==> src/hdl/fixed_point_q17_14_alu_macros.svh <==
// Assertion helper macros for the fixed-point ALU
`ifndef FIXED_POINT_Q17_14_ALU_MACROS_SVH
`define FIXED_POINT_Q17_14_ALU_MACROS_SVH

// implication checked on every clock edge outside reset
`define FPA_ASSERT_IMP(label, clk, rst_n, ante, cons, msg) \
  label: assert property (@(posedge clk) disable iff (!rst_n) (ante) |-> (cons)) \
    else $error(msg);

// next-cycle implication checked outside reset
`define FPA_ASSERT_NEXT(label, clk, rst_n, ante, cons, msg) \
  label: assert property (@(posedge clk) disable iff (!rst_n) (ante) |=> (cons)) \
    else $error(msg);

`endif

==> src/hdl/fpa_pkg.sv <==
`timescale 1ns / 1ps
// ----------------------------------------------------------------------------
// fpa_pkg
// Shared types and constants for the 17.14 fixed-point ALU.
// ----------------------------------------------------------------------------
package fpa_pkg;

  localparam int FRAC_BITS_DEF = 14;
  localparam int DATA_W        = 32;
  localparam int OP_W          = 4;
  localparam int QUEUE_DEPTH   = 4;
  localparam int DIV_W         = 64;

  typedef enum logic [OP_W-1:0] {
    OP_TO_INT_TRUNC = 4'd0,
    OP_TO_INT_ROUND = 4'd1,
    OP_FROM_INT     = 4'd2,
    OP_ADD_FF       = 4'd3,
    OP_SUB_FF       = 4'd4,
    OP_MUL_FF       = 4'd5,
    OP_DIV_FF       = 4'd6,
    OP_ADD_FI       = 4'd7,
    OP_SUB_FI       = 4'd8,
    OP_MUL_FI       = 4'd9,
    OP_DIV_FI       = 4'd10
  } op_e_t;

  // classified work kinds for the back end
  typedef enum logic [1:0] {
    K_SIMPLE = 2'd0,
    K_MUL    = 2'd1,
    K_DIV    = 2'd2
  } kind_t;

  typedef struct packed {
    logic [OP_W-1:0]          req_type;
    logic signed [DATA_W-1:0] operand_a;
    logic signed [DATA_W-1:0] operand_b;
  } in_item_t;

  typedef struct packed {
    logic signed [DATA_W-1:0] result_value;
    logic                     divide_by_zero;
  } out_item_t;

  // classified entry handed from front to back
  typedef struct packed {
    kind_t                    kind;
    logic                     mul_shift;   // scale product down by one unit
    logic                     div_neg;     // quotient sign
    logic                     dz;
    logic [DIV_W-1:0]         dvd_mag;     // dividend magnitude
    logic [DATA_W-1:0]        dvs_mag;     // divisor magnitude
    logic signed [DATA_W-1:0] mul_a;
    logic signed [DATA_W-1:0] mul_b;
    logic signed [DATA_W-1:0] simple_res;
  } work_t;

endpackage

==> src/hdl/fpa_front.sv <==
`timescale 1ns / 1ps
// ----------------------------------------------------------------------------
// fpa_front
// Decodes a request, computes the simple operations and prepares the
// operands for the multiply and divide paths.
// ----------------------------------------------------------------------------
module fpa_front import fpa_pkg::*; #(
  parameter int FRAC_BITS = FRAC_BITS_DEF
) (
  input  in_item_t item,
  output work_t    work
);

  // one unit minus one, used to bias negatives toward zero
  localparam logic signed [DATA_W-1:0] BIAS =
    DATA_W'((64'sd1 <<< FRAC_BITS) - 1);
  // rounding works one bit wider so a +/- half unit cannot wrap
  localparam logic signed [DATA_W:0] HALF_X =
    (DATA_W+1)'(64'sd1 <<< (FRAC_BITS - 1));
  localparam logic signed [DATA_W:0] BIAS_X =
    (DATA_W+1)'((64'sd1 <<< FRAC_BITS) - 1);

  logic signed [DATA_W-1:0] a, b, b_sh, trunc_q;
  logic signed [DATA_W:0]   a_x, rnd, rnd_q;
  logic [DATA_W-1:0]        a_mag, b_mag;
  logic signed [DIV_W-1:0]  a_ext;

  always_comb begin
    a       = item.operand_a;
    b       = item.operand_b;
    b_sh    = b <<< FRAC_BITS;
    a_mag   = a[DATA_W-1] ? (~a + 1'b1) : a;
    b_mag   = b[DATA_W-1] ? (~b + 1'b1) : b;
    a_ext   = DIV_W'(a);
    a_x     = (DATA_W+1)'(a);
    // truncating divide by a power of two: bias negatives before shifting
    trunc_q = $signed(a + (a[DATA_W-1] ? BIAS : '0)) >>> FRAC_BITS;
    rnd     = a_x[DATA_W] ? (a_x - HALF_X) : (a_x + HALF_X);
    rnd_q   = $signed(rnd + (rnd[DATA_W] ? BIAS_X : '0)) >>> FRAC_BITS;

    work            = '0;
    work.kind       = K_SIMPLE;
    work.mul_a      = a;
    work.mul_b      = b;
    work.dvs_mag    = b_mag;
    work.div_neg    = a[DATA_W-1] ^ b[DATA_W-1];
    work.dz         = 1'b0;
    work.dvd_mag    = DIV_W'(a_mag);
    unique case (item.req_type)
      OP_TO_INT_TRUNC: work.simple_res = trunc_q;
      OP_TO_INT_ROUND: work.simple_res = rnd_q[DATA_W-1:0];
      OP_FROM_INT:     work.simple_res = b_sh;
      OP_ADD_FF:       work.simple_res = a + b;
      OP_SUB_FF:       work.simple_res = a - b;
      OP_ADD_FI:       work.simple_res = a + b_sh;
      OP_SUB_FI:       work.simple_res = a - b_sh;
      OP_MUL_FF: begin
        work.kind      = K_MUL;
        work.mul_shift = 1'b1;
      end
      OP_MUL_FI: work.kind = K_MUL;
      OP_DIV_FF: begin
        work.kind    = K_DIV;
        work.dz      = (b == '0);
        // |a| * unit, a 64-bit dividend
        work.dvd_mag = (a_ext[DIV_W-1] ? (~a_ext + 1'b1) : a_ext) << FRAC_BITS;
      end
      OP_DIV_FI: begin
        work.kind = K_DIV;
        work.dz   = (b == '0);
      end
      default: work.simple_res = '0;
    endcase
  end

endmodule

==> src/hdl/fpa_queue.sv <==
`timescale 1ns / 1ps
// ----------------------------------------------------------------------------
// fpa_queue
// Short FIFO of classified work between front and back end.
// ----------------------------------------------------------------------------
module fpa_queue import fpa_pkg::*; (
  input  logic  clk,
  input  logic  rst_n,
  input  logic  push,
  input  work_t push_data,
  input  logic  pop,
  output logic  empty,
  output logic  full,
  output work_t head
);

  localparam int AW = $clog2(QUEUE_DEPTH);

  work_t           mem_r [QUEUE_DEPTH];
  logic [AW-1:0]   wp_r, rp_r;
  logic [AW:0]     cnt_r;

  assign empty = (cnt_r == '0);
  assign full  = (cnt_r == (AW+1)'(QUEUE_DEPTH));
  assign head  = mem_r[rp_r];

  // storage
  always_ff @(posedge clk) begin
    if (push) begin
      mem_r[wp_r] <= push_data;
    end
  end

  // pointers and fill count
  always_ff @(posedge clk) begin
    if (!rst_n) begin
      wp_r  <= '0;
      rp_r  <= '0;
      cnt_r <= '0;
    end else begin
      if (push) wp_r <= wp_r + 1'b1;
      if (pop)  rp_r <= rp_r + 1'b1;
      cnt_r <= cnt_r + (AW+1)'(push) - (AW+1)'(pop);
    end
  end

endmodule

==> src/hdl/fpa_back.sv <==
`timescale 1ns / 1ps
// ----------------------------------------------------------------------------
// fpa_back
// Execution pipeline: registered multiply or restoring divide, then
// result register. The divider works one quotient bit per cycle.
// ----------------------------------------------------------------------------
module fpa_back import fpa_pkg::*; #(
  parameter int FRAC_BITS = FRAC_BITS_DEF
) (
  input  logic      clk,
  input  logic      rst_n,
  input  logic      w_valid,
  input  work_t     w,
  output logic      w_take,
  output logic      out_strobe,
  output out_item_t out_item
);

  `include "fixed_point_q17_14_alu_macros.svh"

  localparam int CW = $clog2(DIV_W + 1);

  // first stage: multiply, simple results and divide-by-zero
  logic                      mv_r;
  logic                      mshift_r;
  logic                      smul_r;
  logic                      sdz_r;
  logic signed [DATA_W-1:0]  sres_r;
  logic signed [2*DATA_W-1:0] prod_r;
  // divider
  logic                      dbusy_r, dneg_r;
  logic [DIV_W-1:0]          dq_r;
  logic [DATA_W:0]           drem_r;
  logic [DATA_W-1:0]         ddvs_r;
  logic [CW-1:0]             dcnt_r;
  logic                      ddone;
  logic [DATA_W:0]           trial;
  // result register
  logic                      ov_r, ov_nxt;
  out_item_t                 o_r, o_nxt;
  logic signed [2*DATA_W-1:0] pq;
  logic [DIV_W-1:0]          qs;

  // take a queue entry unless the divider is busy
  assign w_take = w_valid && !dbusy_r;
  assign trial  = {drem_r[DATA_W-1:0], dq_r[DIV_W-1]} - {1'b0, ddvs_r};
  assign ddone  = dbusy_r && (dcnt_r == '0);

  // first stage: one registered 32x32 product, or the ready result
  always_ff @(posedge clk) begin
    if (!rst_n) begin
      mv_r <= 1'b0;
    end else begin
      mv_r <= w_take && !(w.kind == K_DIV && !w.dz);
    end
    prod_r   <= (2*DATA_W)'(w.mul_a) * (2*DATA_W)'(w.mul_b);
    mshift_r <= w.mul_shift;
    smul_r   <= (w.kind == K_MUL);
    sdz_r    <= w.dz;
    sres_r   <= w.simple_res;
  end

  // restoring divider, one bit per cycle, then delivers the quotient
  always_ff @(posedge clk) begin
    if (!rst_n) begin
      dbusy_r <= 1'b0;
      dcnt_r  <= '0;
    end else if (w_take && w.kind == K_DIV && !w.dz) begin
      dbusy_r <= 1'b1;
      dcnt_r  <= CW'(DIV_W);
      dq_r    <= w.dvd_mag;
      drem_r  <= '0;
      ddvs_r  <= w.dvs_mag;
      dneg_r  <= w.div_neg;
    end else if (dbusy_r) begin
      if (dcnt_r != '0) begin
        if (!trial[DATA_W]) begin
          drem_r <= trial;
          dq_r   <= {dq_r[DIV_W-2:0], 1'b1};
        end else begin
          drem_r <= {drem_r[DATA_W-1:0], dq_r[DIV_W-1]};
          dq_r   <= {dq_r[DIV_W-2:0], 1'b0};
        end
        dcnt_r <= dcnt_r - 1'b1;
      end else begin
        dbusy_r <= 1'b0;
      end
    end
  end

  // result select
  always_comb begin
    pq     = mshift_r ? (prod_r + (prod_r[2*DATA_W-1] ?
             (2*DATA_W)'((64'sd1 <<< FRAC_BITS) - 1) : '0)) >>> FRAC_BITS : prod_r;
    qs     = dneg_r ? (~dq_r + 1'b1) : dq_r;
    ov_nxt = 1'b0;
    o_nxt  = '0;
    if (mv_r) begin
      ov_nxt               = 1'b1;
      o_nxt.result_value   = smul_r ? pq[DATA_W-1:0] : sres_r;
      o_nxt.divide_by_zero = sdz_r;
    end else if (ddone) begin
      ov_nxt             = 1'b1;
      o_nxt.result_value = qs[DATA_W-1:0];
    end
  end

  always_ff @(posedge clk) begin
    if (!rst_n) begin
      ov_r <= 1'b0;
    end else begin
      ov_r <= ov_nxt;
    end
    o_r <= o_nxt;
  end

  assign out_strobe = ov_r;
  assign out_item   = o_r;

  `FPA_ASSERT_IMP(a_no_take_busy, clk, rst_n, dbusy_r, !w_take, "took item while dividing")
  `FPA_ASSERT_NEXT(a_mul_out, clk, rst_n, mv_r, ov_r, "multiply result lost")
  `FPA_ASSERT_IMP(a_mul_div, clk, rst_n, mv_r, !ddone, "multiply and divide collide")

endmodule

==> src/hdl/fixed_point_q17_14_alu.sv <==
`timescale 1ns / 1ps
// Path: queue, first-stage register, result register; a divide by a nonzero
// divisor runs the restoring divider instead of the first stage. Throughput:
// one item per cycle while not busy, except division, which holds the back end.
// Reset (rst_n low, synchronous) empties the queue and clears all valid flags.
// Results appear with a one-cycle out_strobe; the receiver cannot stall.
// ----------------------------------------------------------------------------
// fixed_point_q17_14_alu
// Signed 17.14 fixed-point ALU: decoder front, work queue, execution back end.
// ----------------------------------------------------------------------------
module fixed_point_q17_14_alu import fpa_pkg::*; #(
  parameter int FRAC_BITS = FRAC_BITS_DEF
) (
  input  logic      clk,
  input  logic      rst_n,
  input  logic      start,
  output logic      busy,
  input  in_item_t  in_item,
  output logic      out_strobe,
  output out_item_t out_item
);

  work_t work, head;
  logic  q_empty, q_full, take, push;

  assign busy = q_full;
  assign push = start && !busy;

  fpa_front #(.FRAC_BITS(FRAC_BITS)) u_front (
    .item (in_item),
    .work (work)
  );

  fpa_queue u_queue (
    .clk       (clk),
    .rst_n     (rst_n),
    .push      (push),
    .push_data (work),
    .pop       (take),
    .empty     (q_empty),
    .full      (q_full),
    .head      (head)
  );

  fpa_back #(.FRAC_BITS(FRAC_BITS)) u_back (
    .clk        (clk),
    .rst_n      (rst_n),
    .w_valid    (!q_empty),
    .w          (head),
    .w_take     (take),
    .out_strobe (out_strobe),
    .out_item   (out_item)
  );

endmodule
==> config.mk <==
export PLATFORM = sky130hd
export DESIGN_NAME = fixed_point_q17_14_alu
export DESIGN_NICKNAME = d
export VERILOG_FILES = /design/src/hdl/fpa_pkg.sv /design/src/hdl/fpa_front.sv /design/src/hdl/fpa_queue.sv /design/src/hdl/fpa_back.sv /design/src/hdl/fixed_point_q17_14_alu.sv
export VERILOG_INCLUDE_DIRS = /design/src /design/src/hdl
export SDC_FILE = /design/constraint.sdc
export NUM_CORES = 2
export LEC_CHECK = 0
export ABC_CLOCK_PERIOD_IN_PS = 19980
export BUFFER_PORTS_ARGS = -buffer_cell sky130_fd_sc_hd__buf_2
export CAP_MARGIN = 20
export CORE_UTILIZATION = 60
export DETAILED_ROUTE_END_ITERATION = 6
export GPL_ROUTABILITY_DRIVEN = 0
export PLACE_DENSITY_LB_ADDON = 0.2
export REMOVE_ABC_BUFFERS = 1
export SLEW_MARGIN = 30
export SYNTH_ARGS = -nofsm -noshare
export SYNTH_HDL_FRONTEND = slang
export SYNTH_SLANG_ARGS = --single-unit
==> constraint.sdc <==
create_clock -name clk -period 19.98 [get_ports clk]
set_clock_uncertainty 0.2 [all_clocks]
set_input_delay 3.996 -clock clk [delete_from_list [all_inputs] [get_ports clk]]
set_output_delay 3.996 -clock clk [all_outputs]
set_load 0.02 [all_outputs]
==> impl_metrics.json <==
{
  "cpMostUsedCell": "fa_1",
  "cts_buffers": 106,
  "crit_slowest_cell": "fa_1",
  "path_buf_inv": 6,
  "path_max_fanout": 57,
  "met1_usage": 0.4827,
  "fin_setup_tns_ns": 0,
  "final_nets": 8873,
  "avgSynthCellArea_um2": 11.28,
  "holdBufCountCts": 0,
  "max_freq_mhz": 93.92,
  "drv_slew": 0,
  "crit_type": "reg -> reg",
  "portBuffers": 105,
  "drt_wl_total_mm": 242.1,
  "grt_util_all_layers": 0.3542,
  "grt_use_met3": 0.1179,
  "io_pins": 106,
  "cp.required_ns": 20.43,
  "syn-instance-count": 7338,
  "seq_area_frac_synth": 0.3638,
  "clk_pin_slew_ns": 0.09,
  "synth.distinct_cells": 80,
  "floorplan.die_area_mm2": 0.1394,
  "grt_first_pass_wirelength_mm": 363.4,
  "start_kind": "register",
  "violations": "design-rule violations",
  "start_util": 0.6077,
  "cts_max_level": 3,
  "hold_viol": 0,
  "numClockSinks": 1047,
  "cts_tree": "yes",
  "synth_flop_cell": "edfxtp_1",
  "busiest_layer": "met2",
  "wl_per_cell_um": 26.10,
  "syn-cell-area_mm2": 0.08274,
  "area_growth_syn_to_layout_pct": 7.841,
  "fin_crit_ns": 10.65,
  "ys_ff_latch": 1047,
  "finalCritPeriodShare": 0.5329,
  "drt-pass1-iter-count": 7,
  "critical_path.top_delay_family": "adder cells",
  "grt_max_degree": 139,
  "synth-edff-count": 913,
  "ys_warn_count": 0,
  "setup_viol": 0,
  "gr-total-overflow": 0,
  "cp-end-kind": "register",
  "drc": 3,
  "core_mm2": 0.1361,
  "die_y_um": 373.3,
  "via_per_inst": 6.172,
  "vias": 57260,
  "die_w_um": 373.3,
  "place_hpwl_mm": 176.3,
  "worstPathArrival_ns": 11.10,
  "hp-start": "u_back.sdz_r",
  "drt-initial-drc-count": 6571,
  "async_reset_ff_frac": 0,
  "status": "finished with violations",
  "clock_latency_ns": 0.76,
  "tightest_slew_ns": 1.069,
  "cap_violations": 0,
  "max_stage_delay_ns": 0.98,
  "antenna_found_initial": 36,
  "cts_setup_buffers": 0,
  "placementRows": 135,
  "cts_root_buffer": "clkbuf_16",
  "first_global_vias": 58160,
  "hp-class": "reg -> reg",
  "cts-resized-gates": 0,
  "clock_tree.buffer_depth": 3,
  "rsz0062_at_grt": "no",
  "ant_nets": 0,
  "layout-drive-gt1-share": 0.09163,
  "relSlewSlack": 0.2800,
  "grt_use_met2": 0.5143
}
==> layout make-up <==
class | instances | area (µm²)
repair buffers | 244 | 1598
flip-flops and latches | 1047 | 30110
well taps | 1781 | 2228
inverters | 1119 | 4200
clock inverters | 77 | 807.0
fillers | 10240 | 46920
clock buffers | 125 | 2785
diodes | 9 | 22.52
multi-input cells | 4875 | 47480
==> through the flow <==
stage / instance area (µm²) / instances / utilization / hold slack [ns] / setup WS [ns]
6_report: 89220 / 9277 / 0.6554 / 0.2735 / 9.332
5_1_grt: 89210 / 9270 / 0.6552 / 0.2858 / 8.483
4_1_cts: 89190 / 9268 / 0.6551 / 0.2731 / 9.199
3_5_place_dp: 85600 / 9066 / 0.6288 / 0.2587 / 9.223
3_3_place_gp: 85570 / 9066 / 0.6285 / 0.2402 / 9.426
2_1_floorplan: 81610 / 7041 / - / 0.2088 / 0.9566
==> state kept, by name, summed over array words and instances, names as in the netlist, named ones only <==
signal,cells
u_back.dbusy_r,1
u_back.dcnt_r,7
u_back.ddvs_r,32
u_back.dneg_r,1
u_back.dq_r,64
u_back.drem_r,32
u_back.mshift_r,1
u_back.mv_r,1
u_back.out_item,33
u_back.out_strobe,1
u_back.prod_r,47
u_back.sdz_r,1
u_back.smul_r,1
u_back.sres_r,32
u_queue.cnt_r,3
u_queue.mem_r,784
u_queue.rp_r,2
u_queue.wp_r,2
==> layer usage <==
| layer | wire length, µm | vias up |
|---|---|---|
| met5 | 246 | - |
| met4 | 14350 | 42 |
| met3 | 33090 | 740 |
| met2 | 103500 | 3456 |
| met1 | 90870 | 28850 |
| li1 | - | 24180 |
==> kinds of logic (layout without fill, tap and decap cells) <==
| kind of cell | count (synthesis) | in the layout | share of synthesized area |
|---|---|---|---|
| mux | 290 | 290 | 0.05766 |
| xor+xnor | 317 | 317 | 0.03356 |
| compound gates | 750 | 750 | 0.05924 |
| other cells | 1 | 65 | 0.00004532 |
| fa+ha+maj | 1409 | 1409 | 0.3117 |
| simple gates | 2053 | 2053 | 0.1071 |
| flops | 1047 | 1047 | 0.3638 |
| buf+inv | 1471 | 1565 | 0.06689 |
==> synthesized netlist by cell type (43+ instances only) <==
master / instances / share of area
mux2_2: 53 / 0.0072
and2_1: 84 / 0.0064
mux2i_1: 93 / 0.011
mux4_2: 144 / 0.039
xor2_1: 132 / 0.014
ha_1: 322 / 0.049
fa_1: 1087 / 0.26
a21o_1: 57 / 0.0052
nor3_1: 61 / 0.0037
nor2_1: 621 / 0.028
nand3_1: 65 / 0.0039
nand2b_1: 43 / 0.0033
clkbuf_1: 310 / 0.014
a21oi_1: 138 / 0.0083
dfxtp_1: 134 / 0.032
o21ai_0: 192 / 0.012
o21a_1: 77 / 0.0070
edfxtp_1: 913 / 0.33
nand2_1: 971 / 0.044
xnor2_1: 185 / 0.020
inv_1: 1118 / 0.051
==> cells in the final DEF, fill, tap and decap left out, types with 19 or more instances in the layout <==
master and count:
conb_1 56, a222oi_1 19, nor2b_1 23, o21ai_1 30
xor2_1 132, inv_1 1118, or3_1 38, edfxtp_1 913
nor2_1 620, nand2b_1 43, and2_1 80, fa_1 1087
or4_1 23, o211ai_1 26, dfxtp_1 131, nor3_1 59
nand4_1 25, mux2_2 53, mux4_2 144, xnor2_1 185
nand3_1 65, o21a_1 73, o21ai_0 166, o21ai_2 20
buf_4 136, clkinv_2 21, clkbuf_16 107, a211oi_1 26
nand2_1 971, o31ai_1 33, a21o_1 57, a21oi_1 138
mux2i_1 93, ha_1 322, buf_2 105, clkinv_1 21
==> path summary, 6_finish.rpt <==
kind                        endpoint  slack, ns  cells after the start
hold / removal    u_back.out_item[0]       0.27                      1
setup / recovery   u_back.prod_r[63]       9.33                     26
setup reg to reg   u_back.prod_r[63]       9.33                     26
hold reg to reg   u_back.out_item[0]       0.27                      1
==> worst reg2reg max path: cells and delay by family, from the launching register on <==
kind	cells	cell delay (ns)
XOR/XNOR	1	0.14
multiplexers	1	0.97
AND/OR/NAND/NOR	3	0.37
adder cells (fa/ha/maj)	9	5.04
flip-flops	1	0.83
buffers and inverters	6	1.82
AO/OA/AOI/OAI	6	1.25
Power is not shown: default switching activity piles up to over one toggle a cycle in this logic, so the estimate is an artifact.
